`src/hdl/y2rgb_pkg.sv`:
```
// Package for the YUY2 to RGB pair converter: request types, fixed-point
// coefficients and widths shared by the chroma, lane and top-level modules.
// No dependencies.
package y2rgb_pkg;

    localparam int SUM_W = 27;
    localparam int PIX_W = 8;

    localparam logic signed [SUM_W-1:0] COEF_V_RED   = 27'sd89831;
    localparam logic signed [SUM_W-1:0] COEF_V_GREEN = 27'sd45744;
    localparam logic signed [SUM_W-1:0] COEF_U_GREEN = 27'sd22127;
    localparam logic signed [SUM_W-1:0] COEF_U_BLUE  = 27'sd113538;

    localparam logic [PIX_W-1:0] CHAN_MAX  = 8'd255;
    localparam logic [PIX_W-1:0] SCALE_NUM = 8'd220;

    typedef struct packed {
        logic [7:0] luma_first;
        logic [7:0] chroma_blue;
        logic [7:0] luma_second;
        logic [7:0] chroma_red;
        logic       frame_end;
    } yuy2_in_t;

    typedef struct packed {
        logic [7:0] red_first;
        logic [7:0] green_first;
        logic [7:0] blue_first;
        logic [7:0] red_second;
        logic [7:0] green_second;
        logic [7:0] blue_second;
        logic       frame_end_out;
    } rgb_pair_t;

    typedef struct packed {
        logic signed [SUM_W-1:0] red;
        logic signed [SUM_W-1:0] green;
        logic signed [SUM_W-1:0] blue;
    } chroma_terms_t;

    typedef struct packed {
        logic [PIX_W-1:0] red;
        logic [PIX_W-1:0] green;
        logic [PIX_W-1:0] blue;
    } rgb_t;

endpackage

```
`src/hdl/yuy2_to_rgb_pair_converter.sv`:
```
// Top level of the YUY2 to RGB pair converter: three-stage pipeline with a
// shared chroma stage, two pixel lanes and a merging output register.
// Depends on y2rgb_pkg, y2rgb_chroma and y2rgb_lane.
//
//   channel   direction   handshake          payload
//   s_        in          s_valid/s_ready    yuy2_in_t  (one YUY2 word)
//   m_        out         m_valid/m_ready    rgb_pair_t (two RGB pixels)
//
// One request per cycle sustained while m_ready stays high; an accepted request
// passes the chroma multiply, clamp and output registers in turn, and m_valid
// rises once it is held in the output register.
// Each stage loads when empty or when the stage after it moves, so bubbles close
// up; with a stage empty, a request is taken while a result waits on m_ready.
// aresetn is synchronous, active low, and empties all stages.
module yuy2_to_rgb_pair_converter import y2rgb_pkg::*; (
    input  logic      aclk,
    input  logic      aresetn,
    input  logic      s_valid,
    output logic      s_ready,
    input  yuy2_in_t  s_data,
    output logic      m_valid,
    input  logic      m_ready,
    output rgb_pair_t m_data
);

    logic          v1_reg;
    logic          v2_reg;
    logic          v3_reg;
    logic          rdy1;
    logic          rdy2;
    logic          rdy3;
    logic [7:0]    y0_reg;
    logic [7:0]    y1_reg;
    logic          fe1_reg;
    logic          fe2_reg;
    chroma_terms_t terms;
    rgb_t          pix0;
    rgb_t          pix1;
    rgb_pair_t     out_reg;
    rgb_pair_t     out_next;

    assign rdy3 = !v3_reg || m_ready;
    assign rdy2 = !v2_reg || rdy3;
    assign rdy1 = !v1_reg || rdy2;

    assign s_ready = rdy1;
    assign m_valid = v3_reg;
    assign m_data  = out_reg;

    always_ff @(posedge aclk) begin
        if (!aresetn) begin
            v1_reg <= 1'b0;
            v2_reg <= 1'b0;
            v3_reg <= 1'b0;
        end else begin
            if (rdy1) begin
                v1_reg <= s_valid;
            end
            if (rdy2) begin
                v2_reg <= v1_reg;
            end
            if (rdy3) begin
                v3_reg <= v2_reg;
            end
        end
    end

    always_ff @(posedge aclk) begin
        if (rdy1) begin
            y0_reg  <= s_data.luma_first;
            y1_reg  <= s_data.luma_second;
            fe1_reg <= s_data.frame_end;
        end
        if (rdy2) begin
            fe2_reg <= fe1_reg;
        end
        if (rdy3) begin
            out_reg <= out_next;
        end
    end

    y2rgb_chroma u_chroma (
        .aclk        (aclk),
        .load        (rdy1),
        .chroma_blue (s_data.chroma_blue),
        .chroma_red  (s_data.chroma_red),
        .terms       (terms)
    );

    y2rgb_lane u_lane0 (
        .aclk  (aclk),
        .load  (rdy2),
        .luma  (y0_reg),
        .terms (terms),
        .pixel (pix0)
    );

    y2rgb_lane u_lane1 (
        .aclk  (aclk),
        .load  (rdy2),
        .luma  (y1_reg),
        .terms (terms),
        .pixel (pix1)
    );

    always_comb begin
        out_next.red_first     = pix0.red;
        out_next.green_first   = pix0.green;
        out_next.blue_first    = pix0.blue;
        out_next.red_second    = pix1.red;
        out_next.green_second  = pix1.green;
        out_next.blue_second   = pix1.blue;
        out_next.frame_end_out = fe2_reg;
    end

    a_range: assert property (@(posedge aclk) disable iff (!aresetn)
        m_valid |-> (m_data.red_first <= 8'd219) && (m_data.green_first <= 8'd219)
            && (m_data.blue_first <= 8'd219) && (m_data.red_second <= 8'd219)
            && (m_data.green_second <= 8'd219) && (m_data.blue_second <= 8'd219))
        else $error("channel above scaled range");

    a_stage1: assert property (@(posedge aclk) disable iff (!aresetn)
        (s_valid && s_ready) |=> v1_reg)
        else $error("accepted request lost at stage 1");

    a_stage2: assert property (@(posedge aclk) disable iff (!aresetn)
        (v1_reg && rdy2) |=> v2_reg)
        else $error("request lost between stage 1 and 2");

    a_full: assert property (@(posedge aclk) disable iff (!aresetn)
        (v1_reg && v2_reg && v3_reg && !m_ready) |-> !s_ready)
        else $error("request taken with full pipeline");

endmodule

```
`src/hdl/y2rgb_chroma.sv`:
```
// Shared chroma stage: centers Cb/Cr and registers the per-channel chroma
// products used by both pixel lanes. Depends on y2rgb_pkg.
module y2rgb_chroma import y2rgb_pkg::*; (
    input  logic          aclk,
    input  logic          load,
    input  logic [7:0]    chroma_blue,
    input  logic [7:0]    chroma_red,
    output chroma_terms_t terms
);

    logic signed [8:0]       cb_c;
    logic signed [8:0]       cr_c;
    logic signed [SUM_W-1:0] cb_x;
    logic signed [SUM_W-1:0] cr_x;
    chroma_terms_t           terms_reg;
    chroma_terms_t           terms_next;

    always_comb begin
        cb_c = {~chroma_blue[7], ~chroma_blue[7], chroma_blue[6:0]};
        cr_c = {~chroma_red[7], ~chroma_red[7], chroma_red[6:0]};
        cb_x = SUM_W'(cb_c);
        cr_x = SUM_W'(cr_c);
        terms_next.red   = COEF_V_RED * cr_x;
        terms_next.green = COEF_V_GREEN * cr_x + COEF_U_GREEN * cb_x;
        terms_next.blue  = COEF_U_BLUE * cb_x;
    end

    always_ff @(posedge aclk) begin
        if (load) begin
            terms_reg <= terms_next;
        end
    end

    assign terms = terms_reg;

endmodule

```
`src/hdl/y2rgb_lane.sv`:
```
// One pixel lane: adds the red and blue chroma terms to luma and subtracts the green
// term, clamps to 0..255 and registers, then scales by 220/256. Depends on y2rgb_pkg.
module y2rgb_lane import y2rgb_pkg::*; (
    input  logic          aclk,
    input  logic          load,
    input  logic [7:0]    luma,
    input  chroma_terms_t terms,
    output rgb_t          pixel
);

    logic signed [SUM_W-1:0] y_term;
    logic signed [SUM_W-1:0] sum_r;
    logic signed [SUM_W-1:0] sum_g;
    logic signed [SUM_W-1:0] sum_b;
    rgb_t                    clamp_reg;
    rgb_t                    clamp_next;
    logic [15:0]             scale_r;
    logic [15:0]             scale_g;
    logic [15:0]             scale_b;

    function automatic logic [PIX_W-1:0] clamp_chan(input logic signed [SUM_W-1:0] s);
        logic [PIX_W-1:0] c;
        if (s[SUM_W-1]) begin
            c = '0;
        end else if (|s[SUM_W-2:24]) begin
            c = CHAN_MAX;
        end else begin
            c = s[23:16];
        end
        return c;
    endfunction

    always_comb begin
        y_term = {3'b000, luma, 16'h0000};
        sum_r  = y_term + terms.red;
        sum_g  = y_term - terms.green;
        sum_b  = y_term + terms.blue;
        clamp_next.red   = clamp_chan(sum_r);
        clamp_next.green = clamp_chan(sum_g);
        clamp_next.blue  = clamp_chan(sum_b);
    end

    always_ff @(posedge aclk) begin
        if (load) begin
            clamp_reg <= clamp_next;
        end
    end

    always_comb begin
        scale_r = clamp_reg.red * SCALE_NUM;
        scale_g = clamp_reg.green * SCALE_NUM;
        scale_b = clamp_reg.blue * SCALE_NUM;
        pixel.red   = scale_r[15:8];
        pixel.green = scale_g[15:8];
        pixel.blue  = scale_b[15:8];
    end

endmodule

```
`config.mk`:
```
export PLATFORM = sky130hd
export DESIGN_NAME = yuy2_to_rgb_pair_converter
export DESIGN_NICKNAME = d
export VERILOG_FILES = /design/src/hdl/y2rgb_pkg.sv /design/src/hdl/yuy2_to_rgb_pair_converter.sv /design/src/hdl/y2rgb_chroma.sv /design/src/hdl/y2rgb_lane.sv
export SDC_FILE = /design/constraint.sdc
export NUM_CORES = 1
export LEC_CHECK = 0
export ABC_CLOCK_PERIOD_IN_PS = 6300
export BUFFER_PORTS_ARGS = -buffer_cell sky130_fd_sc_hd__buf_2
export CORE_ASPECT_RATIO = 2
export CORE_MARGIN = 1.5
export CORE_UTILIZATION = 31
export CTS_CLUSTER_DIAMETER = 80
export CTS_CLUSTER_SIZE = 12
export DETAILED_ROUTE_END_ITERATION = 12
export GPL_TIMING_DRIVEN = 0
export HOLD_SLACK_MARGIN = 0.15
export PLACE_DENSITY = 0.45
export SLEW_MARGIN = 5
export SYNTH_ARGS = -nofsm -noshare
export SYNTH_HDL_FRONTEND = slang
export SYNTH_SLANG_ARGS = --single-unit
```
`constraint.sdc`:
```
create_clock -name aclk -period 6.3 [get_ports aclk]
set_clock_uncertainty 0.05 [all_clocks]
set_input_delay 1.26 -clock aclk [delete_from_list [all_inputs] [get_ports aclk]]
set_output_delay 1.26 -clock aclk [all_outputs]
set_load 0.02 [all_outputs]
```
# Word level (Yosys, flattened, before mapping)
# Cells that the tools add are included.
# Widths: inputs -> output; s select.
[word_totals]
input_bits = 37
output_inout_bits = 51
word_cells = 60
regBits = 198
[op_classes]
bitwise_logic = 2
n_reduce_logical = 12
addsub = 7
n_mul = 10
mux = 6
[op_table]
columns = ["operator", "n"]
rows = [
  ["$add 25x27->27", 4],
  ["$mul 8x6->14 const B", 6],
  ["$sub 25x27->27", 2],
  ["$mux 8", 6],
  ["$add 27x27->27", 1],
  ["$mul 18x8->26 const A", 1],
  ["$mul 17x8->25 const A", 1],
  ["$mul 16x8->24 const A", 1],
  ["$mul 13x8->21 const A", 1],
  ["$reduce_or 2->1", 6],
  ["$logic_not 1->1", 3],
  ["$logic_or 1x1->1", 3],
  ["$not 1->1", 2],
]

# Longest topological paths before layout
# Gate-level depths: netlist of run 1.
[depth]
word_depth = 4
depth_mapped = 27
ltp_nobuf = 27

# Modules after synthesis
# Synthesis of run 1 repeated with hierarchy kept, for this count alone.
[hier_totals]
hier_cells = 2241
hier_area_um2 = 23852.9
[modules_own_cells]
columns = ["module", "area_each_um2", "n_inst", "cells_per_inst", "seq_area_each_um2"]
rows = [
  ["y2rgb_chroma", 11219.5, 1, 1046, 2282.2],
  ["y2rgb_lane at u_lane1", 5347.6, 1, 572, 720.7],
  ["y2rgb_lane at u_lane0", 5151.2, 1, 544, 720.7],
  ["yuy2_to_rgb_pair_converter", 2134.5, 1, 79, 2072.0],
]

# Worst setup path after synthesis of run 1
# Ideal clock, no wire load.
[synth_path]
kind = "input to register"
startpoint = "input s_data[18] in the netlist's numbering"
endpoint = "register u_chroma.terms_reg, in the netlist u_chroma.terms[51] (data pin)"
slack_ns = -0.601
setup_ns = 0.263
required_ns = 5.987
n_path_buf = 0
stages = 24
arrival_ns = 6.588
cell_sequence = "inv_1 ha_1 ha_1 inv_1 fa_1 fa_1 inv_1 ha_1 o21a_1 a2111oi_2 o31ai_1 o41ai_2 o21ai_0 a21oi_1 xnor2_1 ha_1 inv_1 o21bai_1 a21oi_1 a21boi_0 o21ai_0 a21oi_1 a311oi_1 xnor2_1"
[synth_lines]
columns = ["element", "line_no", "text"]
rows = [
  ["start: declaration", "yuy2_to_rgb_pair_converter.sv:20", "input yuy2_in_t s_data,"],
  ["end signal: assignment", "y2rgb_chroma.sv:30", "terms_reg <= terms_next;"],
  ["end: declaration", "y2rgb_chroma.sv:15", "chroma_terms_t terms_reg;"],
]

==> results of run 1 <==
## how the worst max path moves through the flow
stage	cells after the start	end	slack [ps]	from
floorplan	25	u_chroma.terms[51]	-110	s_data[23]
global placement	25	u_chroma.terms[51]	-1320	s_data[24]
detailed placement	26	u_chroma.terms[53]	-1310	s_data[17]
CTS	27	u_chroma.terms[51]	-20	s_data[24]
global route	25	u_chroma.terms[51]	-130	s_data[24]
finish	27	u_chroma.terms[51]	70	s_data[24]
## kinds of logic (layout without fill, tap and decap cells)
logic type | count (synthesis) | count (layout) | synth area share
AND/OR/NAND/NOR | 345 | 345 | 0.0771
flip-flops | 165 | 165 | 0.226
adder cells (fa/ha/maj) | 639 | 639 | 0.441
buffers and inverters | 489 | 654 | 0.0846
multiplexers | 2 | 2 | 0.000978
AO/OA/AOI/OAI | 397 | 397 | 0.119
XOR/XNOR | 126 | 126 | 0.0507
## what timing repair did
action / in CTS / in global routing
pin swaps: 40 / 48
gates cloned: 0 / 0
endpoints found under the hold margin: 0 / 0
endpoints found under the setup margin: 11 / 8
gates resized for setup: 74 / 35
buffers inserted: 37 / 8
## metal layers
| metal | part of all wire | vias up |
|---|---|---|
| li1 | - | 7620 |
| met2 | 0.60 | 188 |
| met5 | 0 | - |
| met1 | 0.35 | 7410 |
| met3 | 0.018 | 68 |
| met4 | 0.038 | 0 |
## placed cells by master, fill, tap and decap left out, drive strengths merged, types with 15 or more instances in the layout
cell type | synthesis | final
nor2b | 23 | 23
buf | 2 | 137
o211ai | 15 | 15
a21o | 25 | 25
xor2 | 42 | 42
xnor2 | 84 | 84
edfxtp | 162 | 162
a21oi | 118 | 118
fa | 214 | 214
nand2b | 17 | 17
o21ai | 87 | 87
o21a | 38 | 38
nor2 | 133 | 133
inv | 477 | 474
nor3 | 43 | 43
clkbuf | 10 | 25
ha | 425 | 425
nand2 | 44 | 44
nand3 | 23 | 23
## through the flow
stage           util  worst slack, ps  hold slack, ps  area, sq um
6_report       0.360             68.4             378        25100
5_1_grt        0.360             -134             403        25100
4_1_cts        0.357            -19.9             383        24800
3_5_place_dp   0.339            -1310             366        23600
3_3_place_gp   0.338            -1320             357        23500
2_1_floorplan      -             -112             350        21900
## worst max-delay path, cell delays in order
cell and delay, ps:
buf_12 80, clkinvlp_4 140, ha_4 270, fa_1 450, fa_1 520, inv_1 50
fa_1 480, inv_1 60, ha_4 270, buf_4 120, a21oi_4 60, o21a_1 200
o21ai_1 210, a31oi_2 140, buf_4 160, o31ai_4 280, a2111oi_2 120, nand4b_1 260
ha_4 370, nand3_4 90, nor2_4 120, nand2_1 70, a21boi_1 140, o21ai_1 90
a21oi_2 140, a311oi_2 60, xnor2_1 150
## cell type report
| cell class | count | area (sq um) |
|---|---|---|
| Sequential cell | 165 | 4920 |
| Inverter | 477 | 1820 |
| Clock inverter | 15 | 196 |
| Tap cell | 903 | 1130 |
| Timing Repair Buffer | 135 | 937 |
| Multi-Input combinational cell | 1509 | 15600 |
| Fill cell | 7069 | 44500 |
| Clock buffer | 17 | 425 |
| Buffer | 10 | 42.5 |
==> qor.txt, run 1 <==
Commonest cells in the netlist -> 477 x inv_1, 425 x ha_1, 214 x fa_1, 162 x edfxtp_1, 133 x nor2_1
CTS buffer count -> 17
Main synth FF type -> edfxtp_1
Synthesized netlist net count -> 2,839
Initial antenna violation count -> 0
Crit path kind -> in2reg
Root buffer cell -> clkbuf_16
Share of layout cells above drive strength 1 -> 0.119
Rel. slew slack -> 0.544
Tmin final -> 6230 ps
Synth top area cells -> ha_1 24%, edfxtp_1 22%, fa_1 20%
Hold_buf cts -> 0
Top-area cell type share of the netlist area -> 0.244
Vias in the first global route -> 16.6k
Status -> complete, no violations
R2R Path End -> m_data[40]
Synth area leader -> ha_1
RR Startpoint -> u_lane0.clamp_reg[12]
Ant. Diodes -> 0
CTS tree -> built
Met3 global-route usage -> 0.0150
Crit-path max FO -> 5
Initial DRC count -> 428
RSZ-0062 raised after global routing -> true
IO Count -> 88
Sequential share of the synthesized area -> 0.226
Slew Limit Fails -> 0
Number of synthesized flops with an enable pin -> 162
Ys Warns -> 0
Number of distinct library cells after synthesis -> 72
Syn Area/Cell -> 10.1 sq um
Number of flip-flops in the largest register -> 49
Worst-path clk slew -> 70 ps
DR vias/cell -> 4.73
Synth Register Bits -> 165
Achievable frequency -> 160 MHz
Placed insts -> 3,156
Reg2reg setup slack -> 2240 ps
Grt peak-use layer -> met2
Final setup vio count -> 0
Max Root-Sink Buffers -> 2
Htree depth -> 4
Max-Cap Viols -> 0
Final WL -> 51,000 um
Met2 Use GR -> 0.315
GRT Util Overall -> 0.149
Mapped cell area -> 21,800 sq um
Clk Latency, worst-skew pair -> 460 ps
CP Capture Type -> flip-flop
Post-synthesis cell count -> 2,163
# rows -> 137
Hold_sp -> fe1_reg
Final ANT Viol Nets -> 0
Hold Violations, Final -> 0
Ys async rst share -> 0
DIE HEIGHT -> 378 um
DPL Wire Length -> 44,200 um
Area delta synth->final -> 15.2%
Routed vias -> 15.3k
Core area -> 69,600 sq um
CP startpoint kind -> input port
Largest net degree at the start of global routing -> 59
Worst path arrival time -> 6380 ps
Reg2reg path depth -> 12
# DRC -> 0
Most numerous cell in the Yosys netlist -> inv_1
First-pass GRT wire length -> 83,400 um
Die area -> 71,900 sq um
Port-buffer cells -> 87
Met1 Usage GRT -> 0.138
Final GP Congestion -> 0.830
Post-route setup TNS -> 0 ps
Clock sink count -> 165
Hold path cells -> 0
First-pass DRT Iterations -> 5
Remaining Overflow, GRT -> 0
Non-Filler Instances -> 3,231
Die X -> 190 um
Nets -> 2,991
Fin crit share -> 0.989
Hold Crit Class -> reg2reg
Routed wire length per instance -> 15.8 um
Actual slew at the worst max-slew pin -> 678 ps
CP required -> 6450 ps
Initial core utilization -> 0.313
Hold Path End -> fe2_reg
Power of run 1 is left out: the tool's default activity adds up to more than one toggle a clock period on the data nets, which glitch-free logic cannot reach.
==> run 2: changes to the inputs <==
ABC_CLOCK_PERIOD_IN_PS = 7700   (was 6300)
PLACE_DENSITY = 0.44   (was 0.45)
clock period = 7.7 ns   (was 6.3 ns; I/O delays follow)
==> qor.txt, run 2 (synthesized netlist as in run 1, its figures left out) <==
CTS buffer count -> 17
Final ANT Viol Nets -> 0
Post-layout util -> 0.348
Max Root-Sink Buffers -> 2
First-pass DRT Iterations -> 7
Final GP Congestion -> 0.851
Die X -> 190 um
Met1 WL -> 18,100 um
Status -> complete, no violations
Fill count -> 7,205
Reg2reg setup slack -> 3640 ps
# rows -> 137
Commonest non-fill, non-tap cell in the layout -> inv_1
Root buffer cell -> clkbuf_16
Hold_buf cts -> 0
Number of flip-flops in the largest register -> 49
CP startpoint kind -> input port
Final WL -> 50,900 um
Share of layout cells above drive strength 1 -> 0.0784
GRT Util Overall -> 0.148
Worst-path clk slew -> 70 ps
Routed wl met3 -> 930 um
Max-Cap Viols -> 0
Initial core utilization -> 0.313
First-pass GRT wire length -> 82,300 um
Top sig layer -> met4
Port-buffer cells -> 87
Setup WS post-layout -> 318 ps
Worst path arrival time -> 7530 ps
Ant. Diodes -> 0
Area delta synth->final -> 11.2%
Crit-path max FO -> 8
Most frequent cells in the layout -> 469 x inv_1, 421 x ha_1, 212 x fa_1
Routed vias -> 15.1k
CP Capture Type -> flip-flop
DR vias/cell -> 4.73
Hold Violations, Final -> 0
Clock sink count -> 165
Worst hold slack -> 372 ps
Core area -> 69,600 sq um
DPL Wire Length -> 44,400 um
Routed wire length per instance -> 15.9 um
Htree depth -> 4
Clk Latency, worst-skew pair -> 470 ps
Die area -> 71,900 sq um
# DRC -> 0
Place WS -> -888 ps
IO Count -> 88
Actual slew at the worst max-slew pin -> 824 ps
Initial antenna violation count -> 0
Tmin final -> 7380 ps
Met2 wire len -> 30,100 um
DIE HEIGHT -> 378 um
Rel. slew slack -> 0.446
Crit path kind -> in2reg
Initial DRC count -> 378
Achievable frequency -> 135 MHz
Hold Crit Class -> reg2reg
CTS tree -> built
Slew Limit Fails -> 0
Remaining Overflow, GRT -> 0
Fin crit share -> 0.959
Nets -> 2,959
Largest net degree at the start of global routing -> 59
CP required -> 7850 ps
Final setup vio count -> 0
Vias in the first global route -> 16.3k
[run 2: changes by cell type in the layout (fill, tap and decap cells not counted), sizes merged]
cell	before	now
buf	137	99
bufinv	3	1
clkbuf	25	31
clkinvlp	11	7
inv	474	480
[run 2: path summary, 6_finish.rpt]
check / start / endpoint / depth (start not counted)
setup reg to reg: u_lane0.clamp_reg[12] / m_data[40] / 12
hold / removal: fe1_reg / fe2_reg / 0
setup / recovery: s_data[24] / u_chroma.terms[51] / 25
hold reg to reg: fe1_reg / fe2_reg / 0
[run 2: timing repair]
item | CTS | global route
endpoints found under the setup margin | 3 | 7
gates cloned | 0 | 0
pin swaps | 1 | 5
resized for setup | 10 | 20
buffers inserted | 4 | 7
[run 2: stage by stage]
| step | setup TNS, ps | instance area [sq um] | cells |
|---|---|---|---|
| CTS | 0 | 24100 | 3192 |
| global route | -3.60 | 24200 | 3199 |
| floorplan | 0 | 21800 | 2163 |
| detailed placement | -3950 | 23400 | 3156 |
| finish | 0 | 24200 | 3199 |
| global placement | -3430 | 23300 | 3153 |
[run 2: critical path, cell delays in order]
cell        delay [ps]
clkbuf_4           230
clkinvlp_4         170
buf_4              210
fa_2               590
inv_1              100
fa_1               500
fa_1               530
fa_1               540
inv_1               40
ha_1               360
a21o_1             200
a21o_1             180
a21oi_1            180
o31ai_2            140
xor2_1             170
ha_1               290
clkbuf_1           210
a21oi_1            180
o21bai_1            90
a21oi_2            200
a21boi_0           130
o21ai_0            180
a21oi_1             90
a311oi_1           320
xnor2_1            130
[run 2: metal layers]
layer | up-vias | GRT usage
met5 | - | 0
met4 | 0 | 0.0631
met3 | 63 | 0.0142
met2 | 186 | 0.310
met1 | 7340 | 0.139
li1 | 7542 | -
[run 2: final cells by class]
| class | instances | area (sq um) | share of cell area |
|---|---|---|---|
| inverters | 477 | 1810 | 0.0749 |
| plain buffers | 12 | 50.0 | 0.00207 |
| flip-flops and latches | 165 | 4920 | 0.204 |
| well taps | 903 | 1130 | 0.0467 |
| multi-input cells | 1509 | 15100 | 0.624 |
| clock inverters | 15 | 161 | 0.00667 |
| clock buffers | 17 | 425 | 0.0176 |
| repair buffers | 101 | 596 | 0.0246 |
Power of run 2 is left out for the same reason.
